File: config.mk
export PLATFORM = sky130hd
export DESIGN_NAME = hid_report_descriptor_sizer_core
export DESIGN_NICKNAME = d
export VERILOG_FILES = /design/src/hw/rtl/hrds_pkg.sv /design/src/hw/rtl/hrds_parser.sv /design/src/hw/rtl/hrds_mul.sv /design/src/hw/rtl/hrds_max.sv /design/src/hw/rtl/hid_report_descriptor_sizer_core.sv
export SDC_FILE = /design/constraint.sdc
export NUM_CORES = 2
export LEC_CHECK = 0
export BUFFER_PORTS_ARGS = -buffer_cell sky130_fd_sc_hd__buf_4
export CORE_AREA = 4 4 424 426
export DETAILED_ROUTE_END_ITERATION = 8
export DIE_AREA = 0 0 428 430
export SETUP_SLACK_MARGIN = 0.1
export SLEW_MARGIN = 20
export SYNTH_ARGS = -nofsm -noshare
export SYNTH_HDL_FRONTEND = slang
export SYNTH_SLANG_ARGS = --single-unit
File: constraint.sdc
create_clock -name clock -period 9.25 [get_ports clock]
set_input_delay 2.775 -clock clock [delete_from_list [all_inputs] [get_ports clock]]
set_output_delay 2.775 -clock clock [all_outputs]
set_load 0.1 [all_outputs]
File: src/hw/rtl/hrds_pkg.sv
package hrds_pkg;

   localparam int DATA_W  = 32;
   localparam int PROD_W  = 64;
   localparam int MAX_W   = 61;
   localparam int OUT_W   = 62;
   localparam int TDATA_W = 128;

   localparam logic [7:0] HDR_REPORT_ID = 8'h85;
   localparam logic [7:0] KEY_MASK      = 8'hFC;
   localparam logic [7:0] LONG_MASK     = 8'hF0;
   localparam logic [7:0] KEY_RSIZE     = 8'h74;
   localparam logic [7:0] KEY_COUNT     = 8'h94;
   localparam logic [7:0] KEY_INPUT     = 8'h80;
   localparam logic [7:0] KEY_OUTPUT    = 8'h90;
   localparam logic [1:0] SIZE_CODE_4   = 2'd3;
   localparam logic [2:0] ROUND_UP      = 3'd7;

   // parsed item heading for the multiplier
   typedef struct packed {
      logic              is_mul;
      logic              is_out;
      logic [DATA_W-1:0] size;
      logic [DATA_W-1:0] count;
      logic              last;
      logic              saw_id;
      logic              malformed;
   } parse_tok_type;

   // product heading for the max tracker
   typedef struct packed {
      logic              is_mul;
      logic              is_out;
      logic [PROD_W-1:0] bits;
      logic              last;
      logic              saw_id;
      logic              malformed;
   } prod_tok_type;

endpackage

File: src/hw/rtl/hrds_parser.sv
module hrds_parser
   import hrds_pkg::*;
(
   input  logic          clock,
   input  logic          reset,
   input  logic          req_tvalid,
   output logic          req_tready,
   input  logic [7:0]    req_tdata,
   input  logic          req_tlast,
   output logic          tok_valid,
   output parse_tok_type tok,
   input  logic          tok_ready
);

   localparam logic [1:0] PH_HEADER   = 2'd0;
   localparam logic [1:0] PH_LONG_LEN = 2'd1;
   localparam logic [1:0] PH_LONG_TAG = 2'd2;
   localparam logic [1:0] PH_DATA     = 2'd3;

   logic [1:0]        phase_ff, phase_in;
   logic [7:0]        header_ff, header_in;
   logic [7:0]        remain_ff, remain_in;
   logic [1:0]        index_ff, index_in;
   logic [DATA_W-1:0] acc_ff, acc_in;
   logic [7:0]        id_ff, id_in;
   logic [DATA_W-1:0] size_ff, size_in;
   logic [DATA_W-1:0] count_ff, count_in;
   logic [DATA_W-1:0] gsize_ff, gsize_in;
   logic [DATA_W-1:0] gcount_ff, gcount_in;
   logic              saw_ff, saw_in;
   logic              tok_valid_ff;
   parse_tok_type     tok_ff, tok_in;
   logic              done;
   logic [7:0]        key;
   logic              req_fire;

   assign req_tready = !tok_valid_ff || tok_ready;
   assign req_fire   = req_tvalid && req_tready;
   assign tok_valid  = tok_valid_ff;
   assign tok        = tok_ff;

   always_comb begin
      phase_in  = phase_ff;
      header_in = header_ff;
      remain_in = remain_ff;
      index_in  = index_ff;
      acc_in    = acc_ff;
      id_in     = id_ff;
      size_in   = size_ff;
      count_in  = count_ff;
      gsize_in  = gsize_ff;
      gcount_in = gcount_ff;
      saw_in    = saw_ff;
      done      = 1'b0;
      tok_in    = '0;

      case (phase_ff)
         PH_HEADER: begin
            header_in = req_tdata;
            acc_in    = '0;
            index_in  = '0;
            if (req_tdata == HDR_REPORT_ID) begin
               saw_in = 1'b1;
            end
            if ((req_tdata & LONG_MASK) == LONG_MASK) begin
               phase_in = PH_LONG_LEN;
            end else if (req_tdata[1:0] == 2'd0) begin
               done = 1'b1;
            end else begin
               remain_in = (req_tdata[1:0] == SIZE_CODE_4) ? 8'd4 : {6'd0, req_tdata[1:0]};
               phase_in  = PH_DATA;
            end
         end
         PH_LONG_LEN: begin
            remain_in = req_tdata;
            phase_in  = PH_LONG_TAG;
         end
         PH_LONG_TAG: begin
            if (remain_ff == 8'd0) begin
               done = 1'b1;
            end else begin
               phase_in = PH_DATA;
            end
         end
         default: begin
            if ((header_ff & LONG_MASK) != LONG_MASK) begin
               acc_in   = acc_ff | (DATA_W'(req_tdata) << {index_ff, 3'b000});
               index_in = index_ff + 2'd1;
            end
            if (remain_ff != 8'd0) begin
               remain_in = remain_ff - 8'd1;
            end
            if (remain_in == 8'd0) begin
               done = 1'b1;
            end
         end
      endcase

      key = header_in & KEY_MASK;
      if (done) begin
         if (header_in == HDR_REPORT_ID) begin
            id_in    = acc_in[7:0];
            size_in  = gsize_ff;
            count_in = gcount_ff;
         end else if (key == KEY_RSIZE) begin
            size_in = acc_in;
            if (id_ff == 8'd0) begin
               gsize_in = acc_in;
            end
         end else if (key == KEY_COUNT) begin
            count_in = acc_in;
            if (id_ff == 8'd0) begin
               gcount_in = acc_in;
            end
         end else if (key == KEY_INPUT || key == KEY_OUTPUT) begin
            tok_in.is_mul = 1'b1;
            tok_in.is_out = (key == KEY_OUTPUT);
         end
         phase_in  = PH_HEADER;
         remain_in = '0;
         index_in  = '0;
      end

      tok_in.size      = size_ff;
      tok_in.count     = count_ff;
      tok_in.last      = req_tlast;
      tok_in.saw_id    = saw_in;
      tok_in.malformed = (phase_in != PH_HEADER);

      // end of descriptor: start over
      if (req_tlast) begin
         phase_in  = PH_HEADER;
         header_in = '0;
         remain_in = '0;
         index_in  = '0;
         acc_in    = '0;
         id_in     = '0;
         size_in   = '0;
         count_in  = '0;
         gsize_in  = '0;
         gcount_in = '0;
         saw_in    = 1'b0;
      end
   end

   always_ff @(posedge clock) begin
      if (reset) begin
         phase_ff     <= PH_HEADER;
         header_ff    <= '0;
         remain_ff    <= '0;
         index_ff     <= '0;
         acc_ff       <= '0;
         id_ff        <= '0;
         size_ff      <= '0;
         count_ff     <= '0;
         gsize_ff     <= '0;
         gcount_ff    <= '0;
         saw_ff       <= 1'b0;
         tok_valid_ff <= 1'b0;
      end else begin
         if (req_fire) begin
            phase_ff  <= phase_in;
            header_ff <= header_in;
            remain_ff <= remain_in;
            index_ff  <= index_in;
            acc_ff    <= acc_in;
            id_ff     <= id_in;
            size_ff   <= size_in;
            count_ff  <= count_in;
            gsize_ff  <= gsize_in;
            gcount_ff <= gcount_in;
            saw_ff    <= saw_in;
         end
         if (req_tready) begin
            tok_valid_ff <= req_tvalid;
         end
      end
   end

   always_ff @(posedge clock) begin
      if (req_fire) begin
         tok_ff <= tok_in;
      end
   end

endmodule

File: src/hw/rtl/hrds_mul.sv
module hrds_mul
   import hrds_pkg::*;
(
   input  logic          clock,
   input  logic          reset,
   input  logic          tok_valid,
   input  parse_tok_type tok,
   output logic          tok_ready,
   output logic          prod_valid,
   output prod_tok_type  prod,
   input  logic          prod_ready
);

   logic         prod_valid_ff;
   prod_tok_type prod_ff, prod_in;

   assign tok_ready  = !prod_valid_ff || prod_ready;
   assign prod_valid = prod_valid_ff;
   assign prod       = prod_ff;

   always_comb begin
      prod_in.is_mul    = tok.is_mul;
      prod_in.is_out    = tok.is_out;
      prod_in.bits      = PROD_W'(tok.size) * PROD_W'(tok.count);
      prod_in.last      = tok.last;
      prod_in.saw_id    = tok.saw_id;
      prod_in.malformed = tok.malformed;
   end

   always_ff @(posedge clock) begin
      if (reset) begin
         prod_valid_ff <= 1'b0;
      end else if (tok_ready) begin
         prod_valid_ff <= tok_valid;
      end
   end

   always_ff @(posedge clock) begin
      if (tok_ready && tok_valid) begin
         prod_ff <= prod_in;
      end
   end

endmodule

File: src/hw/rtl/hrds_max.sv
module hrds_max
   import hrds_pkg::*;
(
   input  logic               clock,
   input  logic               reset,
   input  logic               csr_wen,
   input  logic               csr_wdata,
   input  logic               prod_valid,
   input  prod_tok_type       prod,
   output logic               prod_ready,
   output logic               rsp_tvalid,
   input  logic               rsp_tready,
   output logic [TDATA_W-1:0] rsp_tdata
);

   logic              count_id_ff;
   logic [MAX_W-1:0]  in_acc_ff, in_acc_in;
   logic [MAX_W-1:0]  out_acc_ff, out_acc_in;
   logic              rsp_valid_ff;
   logic [MAX_W-1:0]  rsp_in_ff, rsp_out_ff;
   logic              rsp_saw_ff, rsp_mal_ff;
   logic [PROD_W-1:0] rounded;
   logic [MAX_W-1:0]  bytes;
   logic              prod_fire;
   logic [OUT_W-1:0]  in_bytes, out_bytes;

   assign prod_ready = !(prod.last && rsp_valid_ff && !rsp_tready);
   assign prod_fire  = prod_valid && prod_ready;
   assign rounded    = prod.bits + PROD_W'(ROUND_UP);
   assign bytes      = rounded[PROD_W-1:3];

   always_comb begin
      in_acc_in  = in_acc_ff;
      out_acc_in = out_acc_ff;
      if (prod.is_mul && !prod.is_out && bytes > in_acc_ff) begin
         in_acc_in = bytes;
      end
      if (prod.is_mul && prod.is_out && bytes > out_acc_ff) begin
         out_acc_in = bytes;
      end
   end

   always_ff @(posedge clock) begin
      if (reset) begin
         count_id_ff  <= 1'b1;
         in_acc_ff    <= '0;
         out_acc_ff   <= '0;
         rsp_valid_ff <= 1'b0;
      end else begin
         if (csr_wen) begin
            count_id_ff <= csr_wdata;
         end
         if (prod_fire) begin
            in_acc_ff  <= prod.last ? '0 : in_acc_in;
            out_acc_ff <= prod.last ? '0 : out_acc_in;
         end
         if (prod_fire && prod.last) begin
            rsp_valid_ff <= 1'b1;
         end else if (rsp_tready) begin
            rsp_valid_ff <= 1'b0;
         end
      end
   end

   always_ff @(posedge clock) begin
      if (prod_fire && prod.last) begin
         rsp_in_ff  <= in_acc_in;
         rsp_out_ff <= out_acc_in;
         rsp_saw_ff <= prod.saw_id;
         rsp_mal_ff <= prod.malformed;
      end
   end

   // report ID prefix byte
   assign in_bytes  = OUT_W'(rsp_in_ff) +
                      OUT_W'(count_id_ff && (rsp_in_ff != '0));
   assign out_bytes = OUT_W'(rsp_out_ff) +
                      OUT_W'(count_id_ff && (rsp_out_ff != '0));

   assign rsp_tvalid = rsp_valid_ff;
   assign rsp_tdata  = {2'b00, rsp_mal_ff, rsp_saw_ff, out_bytes, in_bytes};

endmodule

File: src/hw/rtl/hid_report_descriptor_sizer_core.sv
// HID report descriptor sizer. Takes one descriptor byte per item on req_,
// with req_tlast on the final byte, at a sustained rate of one byte per
// clock unless rsp_tready holds the pipeline back. One rsp_ item is
// produced per descriptor; rsp_tvalid rises once its last byte has passed
// a parse register, a 32x32 multiply register and the max/result register.
// csr_wdata (count_id_byte, reset 1) adds one byte to each nonzero maximum;
// write it only while the block is idle.
module hid_report_descriptor_sizer_core
   import hrds_pkg::*;
(
   input  logic               clock,
   input  logic               reset,
   input  logic               csr_wen,
   input  logic               csr_wdata,    // count_id_byte
   input  logic               req_tvalid,
   output logic               req_tready,
   input  logic [7:0]         req_tdata,    // [7:0] desc_byte
   input  logic               req_tlast,    // last_byte
   output logic               rsp_tvalid,
   input  logic               rsp_tready,
   // [61:0] max_input_bytes, [123:62] max_output_bytes,
   // [124] uses_report_ids, [125] malformed, [127:126] zero
   output logic [TDATA_W-1:0] rsp_tdata
);

   logic          tok_valid, tok_ready;
   parse_tok_type tok;
   logic          prod_valid, prod_ready;
   prod_tok_type  prod;

   hrds_parser u_parser (
      .clock      (clock),
      .reset      (reset),
      .req_tvalid (req_tvalid),
      .req_tready (req_tready),
      .req_tdata  (req_tdata),
      .req_tlast  (req_tlast),
      .tok_valid  (tok_valid),
      .tok        (tok),
      .tok_ready  (tok_ready)
   );

   hrds_mul u_mul (
      .clock      (clock),
      .reset      (reset),
      .tok_valid  (tok_valid),
      .tok        (tok),
      .tok_ready  (tok_ready),
      .prod_valid (prod_valid),
      .prod       (prod),
      .prod_ready (prod_ready)
   );

   hrds_max u_max (
      .clock      (clock),
      .reset      (reset),
      .csr_wen    (csr_wen),
      .csr_wdata  (csr_wdata),
      .prod_valid (prod_valid),
      .prod       (prod),
      .prod_ready (prod_ready),
      .rsp_tvalid (rsp_tvalid),
      .rsp_tready (rsp_tready),
      .rsp_tdata  (rsp_tdata)
   );

endmodule
==> metrics.md <==
| Metric | Value |
|---|---|
| Largest area contributor in the netlist | `fa_1` |
| Hold depth | `0` |
| Row cnt | `154` |
| Seq/Total Area, Yosys | `23.10%` |
| Vias in the first global route | `46,658` |
| Slowest cell on the critical path | `edfxtp_1` |
| Placeable Area | `175,700 um2` |
| Initial Util | `34.92%` |
| Num CTS Buffers | `60` |
| Achievable clock frequency | `118.6 MHz` |
| Skew-Pair Late Insertion Delay | `0.66 ns` |
| Final Cycle Share | `91.16%` |
| Cell mode on critical path | `fa_1` |
| Worst-path maximum fanout | `17` |
| Cts repair resizes | `0` |
| Post-synth ARST share | `0%` |
| Reg-to-Reg End | `u_mul.prod[53]` |
| Setup repair bufs after CTS | `0` |
| Fill cells | `17,592` |
| Placed Area | `64,660 um2` |
| Switching pwr | `7.574 mW` |
| Chip height | `430 um` |
| Vias per cell | `5.005` |
| Die width | `428 um` |
| Total wire length | `165,800 um` |
| Share of the synthesized area in the top cell type | `29.23%` |
| Final worst setup slack | `0.8181 ns` |
| Leakage | `28.92 nW` |
| EDFF count, synth | `262` |
| Share of layout cells above drive strength 1 | `6.148%` |
| DR WL/cell | `18.60 um` |
| RR Startpoint | `u_parser.tok[12]` |
| Initial antenna violation count | `2` |
| Largest net degree at the start of global routing | `106` |
| Max-slew violation count | `0` |
| All-Layer GR Usage | `17.86%` |
| Critical Path RT | `9.63 ns` |
| Endpoints failing setup | `0` |
| Net Sw Frac | `46.38%` |
| Global-route wire length before repair | `264,900 um` |
| Status | `complete, no violations` |
| Initial DRC count | `2,765` |
| Combinational group share of total power | `63.2%` |
| Critical path's largest stage delay | `0.80 ns` |
| Maximum Capacitance Violations | `0` |
| RSZ-0062 raised after global routing | `false` |
| Synth cell types | `93` |
| DP Wirelength | `131,500 um` |
| Hold Violations, Final | `0` |
| Clock sink total | `577` |
| Post-synth top flop | `dfxtp_1` |
| Most area-consuming cells after synthesis | `fa_1 29%, edfxtp_1 13%, dfxtp_1 10%` |
| Total power density per cell area | `244.3 nW/um2` |
| Max-slew headroom | `28.35%` |
| Remaining global-route overflow | `0` |
| Maximum vdd drop | `0.3645 mV` |
| # DRC | `0` |
| Syn Std Cell Area | `61,370 um2` |
| Reg2reg setup slack | `0.82 ns` |
| Top-count cell post-synth | `inv_1` |
| Critical path data arrival time | `8.82 ns` |
| CP Capture Type | `flip-flop` |
| IO Port Bufs | `142` |
| Root buf cell | `clkbuf_16` |
| Worst r2r path cells | `25` |
| FF+latch count, synth | `577` |
| Placer congestion estimate | `0.8803` |
| DP Worst Slack | `0.8297 ns` |
| WS Path Type | `reg -> reg` |
| Final non-filler cell area | `66,850 um2` |
| Synth Instances | `6,578` |
| CTS clock-pin slew for the worst setup and hold paths | `0.07 ns` |
| Clock skew after layout | `0.03644 ns` |
| Power Total | `16.33 mW` |
| Int Power | `8.756 mW` |
| Setup crit end | `u_mul.prod[53]` |
| Min Tclk post-route | `8.432 ns` |
| Commonest cells in the netlist | `1,095 x inv_1, 896 x fa_1, 772 x nand2_1` |
| Number of routed nets with antenna violations | `0` |
| Hold crit path type | `reg -> reg` |
| Setup crit start kind | `flip-flop` |
| Worst-Margin Slew | `1.075 ns` |
| Clock Tree Buf Depth | `3` |
| Seq pwr share | `20.9%` |
| Ys Warns | `0` |
| Hold bufs inserted after CTS | `0` |
| Area delta synth->final | `8.930%` |
| Via count | `44,603` |
| Clock power share | `15.9%` |
| Layout Nets | `7,824` |
| I/O pins | `145` |
| DIE AREA | `184,000 um2` |
| Setup TNS | `0 ns` |
| Syn Area/Cell | `9.329 um2` |
| CTS tree | `done` |
| H-tree depth | `2` |
| CP Launch Point | `u_parser.tok[12]` |
| Drt first pass iters | `5` |
==> per-stage QoR <==
| stage | hold WS (ns) | std cells | utilization [%] |
|---|---|---|---|
| finish | 0.4184 | 8912 | 38.04 |
| global route | 0.4346 | 8911 | 38.04 |
| CTS | 0.4191 | 8909 | 38.02 |
| detailed placement | 0.4045 | 8795 | 36.80 |
| global placement | 0.4029 | 8794 | 36.79 |
| floorplan | 0.4003 | 6579 | - |
==> sequential cells by signal, indices dropped and copies added (netlist names), 32 cells and up <==
name / count
u_mul.prod: 69
u_parser.tok: 69
u_max.in_acc_ff: 61
u_max.out_acc_ff: 61
u_max.rsp_in_ff: 61
u_max.rsp_out_ff: 61
u_parser.acc_ff: 32
u_parser.count_ff: 32
u_parser.gcount_ff: 32
u_parser.gsize_ff: 32
u_parser.size_ff: 32
==> critical path, delay by kind of cell, from the launching register on <==
family	cells	cell delay, ns
adders and majority gates	9	4.42
and+or+nand+nor	1	0.17
AOI/OAI and AO/OA	9	2.11
xor gates and xnor gates	1	0.12
buffers and inverters	5	0.57
DFF	1	0.80
==> cell families after synthesis <==
| group | Yosys count | share of synthesized area (%) |
|---|---|---|
| muxes | 74 | 1.207 |
| and+or+nand+nor | 2112 | 17.15 |
| xor gates and xnor gates | 241 | 3.439 |
| buffers and inverters | 1463 | 9.228 |
| DFF | 577 | 23.10 |
| other | 1 | 0.006111 |
| adders and majority gates | 1290 | 37.26 |
| AOI/OAI and AO/OA | 820 | 8.610 |
==> metal layers <==
metal  part of all wire, %  routed length (um)  global-route usage [%]  up-vias
met5                0.0078                  13                       0        -
met4                   2.1                3436                   3.712        2
met3                   6.6               10970                   2.826      193
met2                    44               72930                   28.00     1351
met1                    47               78430                   26.07    22313
li1                      -                   -                       -    20744
==> power groups by stage <==
stage	clock, mW	combinational, mW	sequential (mW)
4_1_cts	2.65	10.3	3.41
5_1_grt	2.77	11.6	3.43
6_report	2.60	10.3	3.41
3_3_place_gp	0	10.2	3.46
2_1_floorplan	0	7.32	3.37
3_5_place_dp	0	10.2	3.46
==> worst min path at each step <==
stage | startpoint | to | slack (ns)
2_1_floorplan | u_mul.prod[0] | u_max.rsp_mal_ff | 0.40
3_3_place_gp | u_parser.tok[0] | u_mul.prod[0] | 0.40
3_5_place_dp | u_parser.tok[1] | u_mul.prod[1] | 0.40
4_1_cts | u_parser.tok[1] | u_mul.prod[1] | 0.42
5_1_grt | u_parser.count_ff[22] | u_parser.tok[25] | 0.43
6_report | u_parser.tok[1] | u_mul.prod[1] | 0.42
==> placed cells by master, fill, tap and decap left out, types with 11 or more instances in the layout <==
cell and count:
mux2i_1 74, o21ai_0 159, o221ai_1 65, and3_1 47, nor2_1 288, buf_4 240
and2_1 610, a22oi_1 47, nand2_1 771, nor3_1 31, nand3_1 143, ha_1 394
edfxtp_1 262, nor4_1 36, o21ai_1 24, nand4_1 77, and4_1 11, clkbuf_16 61
a21oi_1 274, xor2_1 92, xnor2_1 149, fa_1 896, o2bb2ai_1 59, inv_1 1095
dfxtp_1 315, a21o_1 97, nor2b_1 19
==> final cells by class <==
cell class	instances	area [um2]	share of cell area, %
antenna	1	2.502	0.003743
clock buffer	73	1642	2.456
clock inverter	41	510.5	0.7636
inverter	1096	4115	6.156
multi-input combinational	4539	41600	62.23
sequential	577	14170	21.20
tap	2340	2928	4.380
timing repair buffer	245	1878	2.809
No activity file was read; power rests on OpenSTA's default activity.
